## src/hdl/mlgm_pkg.sv

```systemverilog
`timescale 1ns / 1ps

package mlgm_pkg;

  localparam int unsigned ACTION_W  = 2;
  localparam int unsigned CHANNEL_W = 4;
  localparam int unsigned NOTE_W    = 7;
  localparam int unsigned MASK_W    = 8;
  localparam int unsigned SLOT_W    = 3;

  typedef enum logic [ACTION_W-1:0] {
    ACT_NOTE_ON      = 2'd0,
    ACT_NOTE_OFF     = 2'd1,
    ACT_LEARN_TOGGLE = 2'd2
  } action_e;

endpackage

```

## src/hdl/midi_learn_gate_mapper_unit.sv

```systemverilog
`timescale 1ns / 1ps

// MIDI learn note-to-gate mapper. Each slot remembers one learned MIDI channel and note
// and drives one gate. Outside learn mode, a note on sets the gate of every matching slot
// and a note off clears it; in learn mode each note on is stored in the next slot, and a
// learn toggle starts learning at slot 0 or stops it. Every accepted transaction returns
// exactly one result showing the state after the event: the gate mask with the slot being
// learned forced low, an identical LED mask, the learning flag and the learned slot
// (zero when not learning). The block takes one event per clock cycle while the result
// side does not stall; an accepted event is captured in the input register, and the
// per-slot channel and note compare runs between it and the result register. A stall on
// the result side holds the result register and then backs up into the input register.
module midi_learn_gate_mapper_unit
  import mlgm_pkg::*;
#(
  parameter int unsigned SLOT_COUNT = 8
) (
  input  logic                 clk_i,
  input  logic                 rst_ni,
  input  logic                 in_valid_i,
  output logic                 in_stall_o,
  input  logic [ACTION_W-1:0]  action_i,
  input  logic [CHANNEL_W-1:0] midi_channel_i,
  input  logic [NOTE_W-1:0]    note_number_i,
  output logic                 out_valid_o,
  input  logic                 out_stall_i,
  output logic [MASK_W-1:0]    gate_mask_o,
  output logic [MASK_W-1:0]    led_on_mask_o,
  output logic                 learning_o,
  output logic [SLOT_W-1:0]    learn_slot_o
);

  localparam int unsigned PosW = (SLOT_COUNT > 1) ? $clog2(SLOT_COUNT) : 1;
  localparam logic [PosW-1:0] LastPos = PosW'(SLOT_COUNT - 1);

  // Input register
  logic                 in_valid_q;
  action_e              action_q;
  logic [CHANNEL_W-1:0] chan_q;
  logic [NOTE_W-1:0]    note_q;

  // Slot table and learn state
  logic                 slot_valid_q [SLOT_COUNT];
  logic [CHANNEL_W-1:0] slot_chan_q  [SLOT_COUNT];
  logic [NOTE_W-1:0]    slot_note_q  [SLOT_COUNT];
  logic [SLOT_COUNT-1:0] gate_q, gate_d;
  logic                 learn_q, learn_d;
  logic [PosW-1:0]      pos_q, pos_d;

  // Result register
  logic                 out_valid_q;
  logic [MASK_W-1:0]    mask_q, mask_d;
  logic                 learning_q;
  logic [SLOT_W-1:0]    learn_slot_q, learn_slot_d;

  logic                  advance;
  logic                  fire;
  logic                  accept;
  logic [SLOT_COUNT-1:0] hit;
  logic [SLOT_COUNT-1:0] load_slot;

  assign advance    = !out_valid_q || !out_stall_i;
  assign fire       = in_valid_q && advance;
  assign in_stall_o = in_valid_q && !advance;
  assign accept     = in_valid_i && !in_stall_o;

  always_ff @(posedge clk_i or negedge rst_ni) begin
    if (!rst_ni) begin
      in_valid_q <= 1'b0;
    end else if (!in_stall_o) begin
      in_valid_q <= in_valid_i;
    end
  end

  always_ff @(posedge clk_i) begin
    if (accept) begin
      action_q <= action_e'(action_i);
      chan_q   <= midi_channel_i;
      note_q   <= note_number_i;
    end
  end

  // A slot that was never learned holds no valid entry and therefore never matches.
  always_comb begin
    for (int i = 0; i < SLOT_COUNT; i++) begin
      hit[i] = slot_valid_q[i] && (slot_chan_q[i] == chan_q) && (slot_note_q[i] == note_q);
    end
  end

  always_comb begin
    learn_d   = learn_q;
    pos_d     = pos_q;
    gate_d    = gate_q;
    load_slot = '0;
    case (action_q)
      ACT_NOTE_ON: begin
        if (!learn_q) begin
          gate_d = gate_q | hit;
        end else begin
          for (int i = 0; i < SLOT_COUNT; i++) begin
            load_slot[i] = (pos_q == PosW'(i));
          end
          if (pos_q == LastPos) begin
            learn_d = 1'b0;
            pos_d   = '0;
          end else begin
            pos_d = pos_q + PosW'(1);
          end
        end
      end
      ACT_NOTE_OFF: begin
        if (!learn_q) begin
          gate_d = gate_q & ~hit;
        end
      end
      ACT_LEARN_TOGGLE: begin
        learn_d = !learn_q;
        pos_d   = '0;
      end
      default: begin
      end
    endcase
  end

  // Only the first eight slots are visible; the slot being learned shows its gate low.
  for (genvar g = 0; g < MASK_W; g++) begin : g_mask
    if (g < SLOT_COUNT) begin : g_slot
      assign mask_d[g] = gate_d[g] && !(learn_d && (pos_d == PosW'(g)));
    end else begin : g_none
      assign mask_d[g] = 1'b0;
    end
  end

  assign learn_slot_d = learn_d ? SLOT_W'(pos_d) : '0;

  always_ff @(posedge clk_i or negedge rst_ni) begin
    if (!rst_ni) begin
      gate_q  <= '0;
      learn_q <= 1'b0;
      pos_q   <= '0;
      for (int i = 0; i < SLOT_COUNT; i++) begin
        slot_valid_q[i] <= 1'b0;
      end
    end else if (fire) begin
      gate_q  <= gate_d;
      learn_q <= learn_d;
      pos_q   <= pos_d;
      for (int i = 0; i < SLOT_COUNT; i++) begin
        if (load_slot[i]) begin
          slot_valid_q[i] <= 1'b1;
        end
      end
    end
  end

  always_ff @(posedge clk_i) begin
    for (int i = 0; i < SLOT_COUNT; i++) begin
      if (fire && load_slot[i]) begin
        slot_chan_q[i] <= chan_q;
        slot_note_q[i] <= note_q;
      end
    end
  end

  always_ff @(posedge clk_i or negedge rst_ni) begin
    if (!rst_ni) begin
      out_valid_q <= 1'b0;
    end else if (advance) begin
      out_valid_q <= in_valid_q;
    end
  end

  always_ff @(posedge clk_i) begin
    if (fire) begin
      mask_q       <= mask_d;
      learning_q   <= learn_d;
      learn_slot_q <= learn_slot_d;
    end
  end

  assign out_valid_o   = out_valid_q;
  assign gate_mask_o   = mask_q;
  assign led_on_mask_o = mask_q;
  assign learning_o    = learning_q;
  assign learn_slot_o  = learn_slot_q;

endmodule

```

## config.mk

```make
export PLATFORM = sky130hd
export DESIGN_NAME = midi_learn_gate_mapper_unit
export DESIGN_NICKNAME = d
export VERILOG_FILES = /design/src/hdl/mlgm_pkg.sv /design/src/hdl/midi_learn_gate_mapper_unit.sv
export SDC_FILE = /design/constraint.sdc
export NUM_CORES = 1
export LEC_CHECK = 0
export ABC_AREA = 1
export BUFFER_PORTS_ARGS = -buffer_cell sky130_fd_sc_hd__buf_2
export CAP_MARGIN = 10
export CORE_MARGIN = 2
export CORE_UTILIZATION = 53
export CTS_CLUSTER_DIAMETER = 120
export CTS_CLUSTER_SIZE = 8
export DETAILED_ROUTE_END_ITERATION = 10
export PLACE_DENSITY = 0.71
export SLEW_MARGIN = 40
export SYNTH_ARGS = -nofsm -noshare
export SYNTH_HDL_FRONTEND = slang
export SYNTH_SLANG_ARGS = --single-unit
```

## constraint.sdc

```tcl
create_clock -name clk_i -period 2.3 [get_ports clk_i]
set_input_delay 0.69 -clock clk_i [delete_from_list [all_inputs] [get_ports clk_i]]
set_output_delay 0.69 -clock clk_i [all_outputs]
set_load 0.02 [all_outputs]
```

==> impl_metrics.tcl, run 1 <==
set metrics [dict create \
    place_inst 1101 \
    end_kind "flip-flop" \
    ys_ff_latch 135 \
    core-area_mm2 0.01319 \
    portBuffers 38 \
    setup_ws_ps 308.0 \
    gp_congestion 0.8672 \
    cts_made_buffers 17 \
    synthArstFlopShare_pct 16.30 \
    synth_top_family_by_area "simple AND/OR/NAND/NOR gates" \
    layout-drive-gt1-share_pct 11.70 \
    finalCriticalPeriod_ps 1992 \
    ctsHtreeMaxLevel 4 \
    pin_count 39 \
    cts_tree "yes" \
    synthTopCellsByCount "405 x nand2_1, 136 x inv_1, 113 x edfxtp_1" \
    crit_path_start_kind "flip-flop" \
    antenna_found_initial 0 \
    hp-class "input pin to async pin" \
    grt_pass1_wl_um 25990 \
    clk_pin_slew_worst_paths_ps 60 \
    place_ws_ps 98.97 \
    critPathKind "flip-flop to flip-flop" \
    clkSinkCount 135 \
    route.detailed.wl_per_inst_um 14.50 \
    timing.rr.start "pos_q[0]" \
    netlist_area_mm2 0.007104 \
    first_pass_iters 5 \
    cp.depth 8 \
    post_cts_buffers 0 \
    hold_viol 0 \
    clockRootBuffer "clkbuf_16" \
    power.total_uw 6338 \
    rsz0062_at_grt "no" \
    crit_chain "ha_1 > ha_1 > nor2_1 > o21a_2 > inv_2 > or2_4 > nor2_1 > nor2_1" \
    irDropWorstVdd_v 0.0006371 \
    cap_violations 0 \
    antenna_left 0 \
    nFillCells 1116 \
    yosys.area_share.simple_pct 29.75 \
    die_h_um 119.8 \
    grt_pass1_vias 5131 \
    drt_iter0_markers 348 \
    crit_required_ps 2470 \
    synth.most_common_cell "nand2_1" \
    synth_top_area_share_pct 47.76 \
    r2r_slack_ps 310 \
    nets 967 \
    cts_hold_buf 0 \
    crit_fanout 5 \
    syn2layout_area_growth_pct 14.88 \
    drv_slew 0 \
    synthFlopType "edfxtp_1" \
    synth.avg_cell_area_um2 8.009 \
    vias 5456 \
    power_leakage_uw 0.004002 \
    status "finished clean" \
    path_delay_family "simple AND/OR/NAND/NOR gates" \
    wirelength_um 16420 \
    slowest_stage "dfrtp_1" \
    setup_violations 0 \
    cpMostUsedCell "nor2_1" \
    reg2reg_depth 8 \
    grt_use_total_pct 24.53 \
    synth_compound_area_share_pct 0.6692 \
    power_density_mw_per_mm2 776.5 \
    start_util_pct 53.86 \
    synth_cell_types 27 \
    synth-xor-area-share_pct 3.082 \
    max_freq_mhz 502.0 \
    rr_endpoint "gate_mask_o[4]" \
    slowest_delay_ps 410 \
    overflow 0 \
    slew_headroom_pct 57.57 \
    synth_fp_nets 910 \
    critPathArrivalTime_ps 2170 \
    cts.path.max_buffers 2 \
    dieArea_mm2 0.01435 \
    synthAdderAreaFrac_pct 1.057 \
    instances_no_fill 1133 \
    synth.area.top_cells "edfxtp_1 48%, nand2_1 21%, dfrtp_1 7.7%, inv_1 7.2%, nor2_1 4.8%" \
    die_w_um 119.8 \
    finalCritPeriodShare_pct 86.61 \
    grt_max_degree 24 \
    synth_cells 887 \
    ctsResizeCount 0 \
    finalClockSkew_ps 8.915 \
    yosysWarningCount 0 \
    final_util_pct 61.88 \
    ys_seq_area_share_pct 55.51 \
    hpwl_um 10970 \
    drc 0 \
    synth_mux_area_share_pct 0 \
    yosysTopAreaCell "edfxtp_1" \
    clkLatencyLatePin_ps 420 \
    synth_enable_flop_cells 113 \
    tightest_slew_ps 636.5 \
    rows 42 \
    routed_via_density 4.816 \
    path_buf_inv 1 \
    finalSetupTns_ps 0 \
    n_antenna_cell 0 \
]
[registers in the layout (all words and copies together), names as in the netlist]
| register | flops |
|---|---|
| slot_note_q | 56 |
| slot_chan_q | 32 |
| gate_mask_o | 8 |
| gate_q | 8 |
| slot_valid_q | 8 |
| note_q | 7 |
| chan_q | 4 |
| learn_slot_o | 3 |
| pos_q | 3 |
| action_q | 2 |
| in_valid_q | 1 |
| learn_q | 1 |
| learning_o | 1 |
| out_valid_o | 1 |
[power by group]
part           leakage [uW]  internal [uW]  switching, uW
registers           0.00130           2770           75.1
clock network      0.000278           1640            957
logic               0.00242            258            642
[cell families after synthesis]
kind of cell,count (synthesis)
xor+xnor,25
flops,135
buf+inv,172
compound gates,8
simple gates,541
fa+ha+maj,6
[how the worst max path moves through the flow]
stage                           start                 to  slack [ps]
final                        pos_q[0]     gate_mask_o[4]         310
after global routing         pos_q[0]     gate_mask_o[4]         190
after CTS                    pos_q[0]     gate_mask_o[4]         320
after detailed placement  out_stall_i  slot_note_q[1][5]         100
after global placement    out_stall_i  slot_note_q[0][5]         120
after floorplan           out_stall_i  slot_chan_q[0][0]        -370
[per-stage QoR]
step	instance area (um2)	hold slack [ps]
final	8162	286.3
after detailed placement	7594	456.6
after floorplan	7104	394.4
after CTS	8162	306.1
after global placement	7594	452.1
after global routing	8162	325.4
[worst register-to-register path, cell delays in order (launching register included)]
cell     delay [ps]
dfrtp_1         410
ha_1            240
ha_1            210
nor2_1          140
o21a_2          220
inv_2            60
or2_4           270
nor2_1          140
nor2_1           70
[final cells by class]
cell class / count / area, um2 / share of cell area, %
Clock buffer: 23 / 467.9 / 5.734
Clock inverter: 9 / 100.1 / 1.226
Inverter: 145 / 544.3 / 6.669
Multi-Input combinational cell: 580 / 2492 / 30.54
Sequential cell: 135 / 3944 / 48.32
Tap cell: 176 / 220.2 / 2.698
Timing Repair Buffer: 65 / 392.9 / 4.814
[placed cells by master, fill, tap and decap left out, types with 4 or more instances in the layout]
cell type  netlist  routed
nand2_1        405     405
inv_1          136     136
edfxtp_1       113     113
nor2_1          91      91
buf_2           14      38
buf_4            9      27
nand3_1         25      25
xnor2_1         25      25
dfrtp_1         22      22
clkbuf_16        0      17
inv_2            7       7
nor4_2           0       6
or2_1            6       6
ha_1             6       6
o21ai_0          4       4
clkbuf_1         2       4
clkinv_2         0       4
[metal layers]
metal  GRT usage [%]  up-vias  share of wire, %
met5               0        -                 0
met2           39.96      137                47
li1                -     2795                 -
met3           4.753       33               4.8
met4           10.59        0               3.0
met1           32.17     2491                45
(Power assumes the default switching activity.)
==> run 2, diff against run 1 <==
--- a/config.mk
+++ b/config.mk
@@ -8,12 +8,12 @@
 export ABC_AREA = 1
 export BUFFER_PORTS_ARGS = -buffer_cell sky130_fd_sc_hd__buf_2
 export CAP_MARGIN = 10
-export CORE_MARGIN = 2
+export CORE_MARGIN = 5
 export CORE_UTILIZATION = 53
 export CTS_CLUSTER_DIAMETER = 120
 export CTS_CLUSTER_SIZE = 8
 export DETAILED_ROUTE_END_ITERATION = 10
-export PLACE_DENSITY = 0.71
+export PLACE_DENSITY = 0.69
 export SLEW_MARGIN = 40
 export SYNTH_ARGS = -nofsm -noshare
 export SYNTH_HDL_FRONTEND = slang
==> constraint.sdc (replaced) <==
create_clock -name clk_i -period 2.1 [get_ports clk_i]
set_input_delay 0.63 -clock clk_i [delete_from_list [all_inputs] [get_ports clk_i]]
set_output_delay 0.63 -clock clk_i [all_outputs]
set_load 0.02 [all_outputs]
==> run 2 against run 1 <==
Net effect: flip-flop and latch count unchanged; via count down 0.84%; non-clock buffer count up 6; critical path type unchanged.
==> impl_metrics.tcl, run 2 (same netlist as run 1, synthesis figures left out) <==
set metrics [dict create \
    nets 973 \
    grt_pass1_vias 5063 \
    wirelength_um 16270 \
    crit_fanout 5 \
    crit_chain "ha_1 > ha_1 > nor2_1 > o21a_2 > inv_2 > or2_4 > nor2_1 > nor2_1" \
    postLayoutCellArea_mm2 0.008245 \
    antenna_found_initial 0 \
    vias 5410 \
    cts_hold_buf 0 \
    max_freq_mhz 510.1 \
    layout-drive-gt1-share_pct 12.36 \
    top_regs "slot_note_q: 56 flops, slot_chan_q: 32 flops" \
    cts_tree "yes" \
    ctsResizeCount 0 \
    core-area_mm2 0.01319 \
    drv_slew 0 \
    layout_commonest_cell "nand2_1" \
    setup_violations 0 \
    ctsHtreeMaxLevel 4 \
    die_h_um 125.8 \
    crit_path_start_kind "flip-flop" \
    crit_required_ps 2270 \
    tightest_slew_ps 675.4 \
    power_leakage_uw 0.004045 \
    grt_pass1_wl_um 25870 \
    routed-wl-met2_um 7936 \
    cts.path.max_buffers 2 \
    dr_wl_met3_um 651 \
    n_antenna_cell 0 \
    drt_iter0_markers 354 \
    start_util_pct 53.86 \
    clkSinkCount 135 \
    gp_congestion 0.9406 \
    cpMostUsedCell "nor2_1" \
    hp-class "input pin to async pin" \
    status "finished clean" \
    antenna_left 0 \
    path_delay_family "simple AND/OR/NAND/NOR gates" \
    hold_viol 0 \
    portBuffers 38 \
    rows 42 \
    clkLatencyLatePin_ps 420 \
    drc 0 \
    route.detailed.wl_per_inst_um 14.28 \
    wirelength_met1_um 7307 \
    power_density_mw_per_mm2 838.5 \
    cap_violations 0 \
    cts_made_buffers 17 \
    finalCritPeriodShare_pct 93.35 \
    finalCriticalPeriod_ps 1960 \
    clk_pin_slew_worst_paths_ps 60 \
    largest_register_ffs 56 \
    post_cts_buffers 0 \
    end_kind "flip-flop" \
    syn2layout_area_growth_pct 16.06 \
    top_layer "met4" \
    place_area_mm2 0.007689 \
    first_pass_iters 5 \
    pin_count 39 \
    finalClockSkew_ps 7.437 \
    layout_common_cells "405 x nand2_1, 136 x inv_1, 113 x edfxtp_1, 91 x nor2_1, 38 x buf_2" \
    clockRootBuffer "clkbuf_16" \
    dieArea_mm2 0.01582 \
    slowest_delay_ps 410 \
    critPathArrivalTime_ps 2130 \
    slowest_stage "dfrtp_1" \
    hpwl_um 10990 \
    critPathKind "flip-flop to flip-flop" \
    die_w_um 125.8 \
    overflow 0 \
    grt_max_degree 24 \
    slew_headroom_pct 54.97 \
    path_buf_inv 1 \
    largest_register "slot_note_q" \
    power.total_uw 6914 \
    routed_via_density 4.750 \
    grt_use_total_pct 21.45 \
    irDropWorstVdd_v 0.0007838 \
    rsz0062_at_grt "no" \
    finalSetupTns_ps 0 \
]
==> run 2: cell count changes in the layout (fill, tap and decap cells not counted), sizes merged <==
cell and change:
buf +6, clkbuf -3, clkinv +3
==> run 2: report_power, final <==
group,internal [uW],switching (uW)
combinational,305,712
sequential,3030,70.9
clock,1750,1050
total,5080,1830
==> run 2: final timing paths <==
kind	startpoint	end	slack [ps]	depth (start not counted)
max	pos_q[0]	gate_mask_o[5]	140	8
min	rst_ni	gate_q[4]	250	1
max reg2reg	pos_q[0]	gate_mask_o[5]	140	8
min reg2reg	slot_valid_q[4]	slot_valid_q[4]	460	1
max in group asynchronous	rst_ni	gate_q[6]	1410	1
min in group clk_i	note_number_i[0]	note_q[0]	380	1
==> run 2: per-layer routing <==
| layer | vias to the layer above | track usage, % |
|---|---|---|
| met4 | 0 | 8.833 |
| met5 | - | 0 |
| li1 | 2809 | - |
| met1 | 2433 | 27.51 |
| met2 | 142 | 36.25 |
| met3 | 26 | 3.726 |
==> run 2: per-stage QoR <==
stage          hold WS, ps  setup WS [ps]  instances  utilization, %
6_report             248.5          139.7       1139           62.51
5_1_grt              273.8          7.258       1139           62.51
4_1_cts              252.4          139.2       1139           62.51
3_5_place_dp         451.7          126.0       1107           58.29
3_3_place_gp         450.1          177.0       1107           58.29
2_1_floorplan        334.4         -54.73        887               -
==> run 2: final cells by class <==
type	instances	area [um2]
Inverter	145	544.3
Clock inverter	12	110.1
Multi-Input combinational cell	580	2492
Timing Repair Buffer	71	488.0
Fill cell	1121	4945
Tap cell	176	220.2
Clock buffer	20	446.7
Sequential cell	135	3944
==> run 3, diff against run 2 <==
--- a/config.mk
+++ b/config.mk
@@ -8,12 +8,14 @@
 export ABC_AREA = 1
 export BUFFER_PORTS_ARGS = -buffer_cell sky130_fd_sc_hd__buf_2
 export CAP_MARGIN = 10
+export CELL_PAD_IN_SITES_DETAIL_PLACEMENT = 1
+export CELL_PAD_IN_SITES_GLOBAL_PLACEMENT = 2
 export CORE_MARGIN = 5
-export CORE_UTILIZATION = 53
+export CORE_UTILIZATION = 37
 export CTS_CLUSTER_DIAMETER = 120
 export CTS_CLUSTER_SIZE = 8
 export DETAILED_ROUTE_END_ITERATION = 10
-export PLACE_DENSITY = 0.69
+export PLACE_DENSITY = 0.78
 export SLEW_MARGIN = 40
 export SYNTH_ARGS = -nofsm -noshare
 export SYNTH_HDL_FRONTEND = slang
==> run 3 against run 2 <==
Net effect: global-route usage fell by 2.0 points; die area grew 40%; worst setup slack gained 10 ps; power rose by 2.5%; count of clock-buffer cells in the layout is 2 higher; largest power group unchanged.
==> impl_metrics.tcl, run 3 (same netlist as run 1, synthesis figures left out) <==
set metrics [dict create \
    vias 5684 \
    nets 985 \
    die_h_um 148.6 \
    hpwl_um 14740 \
    die_w_um 148.6 \
    ctsHtreeMaxLevel 4 \
    largest_register_ffs 56 \
    power_density_mw_per_mm2 831.6 \
    met1_usage_pct 24.93 \
    post_cts_buffers 0 \
    postLayoutCellArea_mm2 0.008518 \
    layout_common_cells "405 x nand2_1, 136 x inv_1, 113 x edfxtp_1, 91 x nor2_1, 38 x buf_2" \
    finalSetupTns_ps 0 \
    rows 50 \
    clockRootBuffer "clkbuf_16" \
    cts_tree "yes" \
    status "finished clean" \
    finalClockSkew_ps 6.713 \
    portBuffers 38 \
    multi_input_area_mm2 0.002492 \
    crit_path_start_kind "flip-flop" \
    gp_congestion 0.7890 \
    top_regs "slot_note_q: 56 flops, slot_chan_q: 32 flops" \
    drc 0 \
    layout_commonest_cell "nand2_1" \
    crit_fanout 5 \
    met3_usage_pct 2.742 \
    setup_ws_ps 149.7 \
    cts_hold_buf 0 \
    grt_pass1_vias 6012 \
    instances_no_fill 1235 \
    cts.path.max_buffers 2 \
    core-area_mm2 0.01883 \
    irDropWorstVdd_v 0.0004919 \
    place_area_mm2 0.007959 \
    place_ws_ps 104.9 \
    finalCriticalPeriod_ps 1950 \
    clk_pin_slew_worst_paths_ps 60 \
    setup_violations 0 \
    busiest_layer "met2" \
    routed_via_density 4.602 \
    cts_made_buffers 17 \
    drv_slew 0 \
    syn2layout_area_growth_pct 19.90 \
    grt_pass1_wl_um 32370 \
    wirelength_um 20570 \
    pin_count 39 \
    antenna_left 0 \
    critPathArrivalTime_ps 2120 \
    antenna_found_initial 0 \
    slew_headroom_pct 55.25 \
    n_antenna_cell 0 \
    start_util_pct 37.73 \
    ctsResizeCount 0 \
    end_kind "flip-flop" \
    cap_violations 0 \
    grt_max_degree 24 \
    clkLatencyLatePin_ps 410 \
    crit_required_ps 2270 \
    tightest_slew_ps 671.3 \
    max_freq_mhz 512.7 \
    hold_viol 0 \
    route.detailed.wl_per_inst_um 16.65 \
    rsz0062_at_grt "no" \
    power_leakage_uw 0.004116 \
    register_area_mm2 0.003944 \
    layout-drive-gt1-share_pct 13.23 \
    place_inst 1203 \
    overflow 0 \
    reg2reg_depth 8 \
    nFillCells 2268 \
    first_pass_iters 4 \
    finalCritPeriodShare_pct 92.87 \
    power.total_uw 7084 \
    grtUsageMet2_pct 34.46 \
    largest_register "slot_note_q" \
    drt_iter0_markers 222 \
    dieArea_mm2 0.02207 \
    critPathKind "flip-flop to flip-flop" \
    grt_use_total_pct 19.44 \
    clkSinkCount 135 \
    hp-class "input pin to async pin" \
]
## run 3: worst max-delay path: stages, from the launching register on
cell and delay [ps]:
dfrtp_1 410, ha_1 240, ha_1 200, nor2_1 140, o21a_2 210, inv_2 60
or2_4 270, nor2_1 110, nor2_1 60
## run 3: layout make-up
class                   instances  area share, %
multi-input cells             580          29.26
clock buffers                  22          5.332
inverters                     145          6.390
clock inverters                10          1.234
flip-flops and latches        135          46.30
well taps                     260          3.819
repair buffers                 83          7.667
## run 3: metal layers
| metal | wire, um | vias to the layer above |
|---|---|---|
| met5 | 0 | - |
| met4 | 350 | 0 |
| met2 | 10460 | 59 |
| met3 | 409 | 24 |
| met1 | 9346 | 2766 |
| li1 | - | 2835 |
## run 3: power by group
part / switching (uW) / internal, uW / leakage (uW)
clock network: 1090 / 1760 / 0.000265
registers: 71.5 / 3030 / 0.00130
logic: 770 / 359 / 0.00255
total: 1930 / 5150 / 0.00412
## run 3: final timing paths
| kind | to | slack, ps | startpoint |
|---|---|---|---|
| setup / recovery | gate_mask_o[6] | 150 | pos_q[0] |
| hold / removal | gate_q[0] | 250 | rst_ni |
| setup reg to reg | gate_mask_o[6] | 150 | pos_q[0] |
| hold reg to reg | slot_valid_q[2] | 470 | slot_valid_q[2] |
| max in group asynchronous | slot_valid_q[5] | 1410 | rst_ni |
| min in group clk_i | chan_q[3] | 390 | midi_channel_i[3] |
## run 3: per-stage QoR
step	util, %	hold slack, ps
after global placement	42.27	451.0
after detailed placement	42.27	453.5
after floorplan	-	334.4
after CTS	45.24	268.1
final	45.24	247.8
after global routing	45.24	286.4
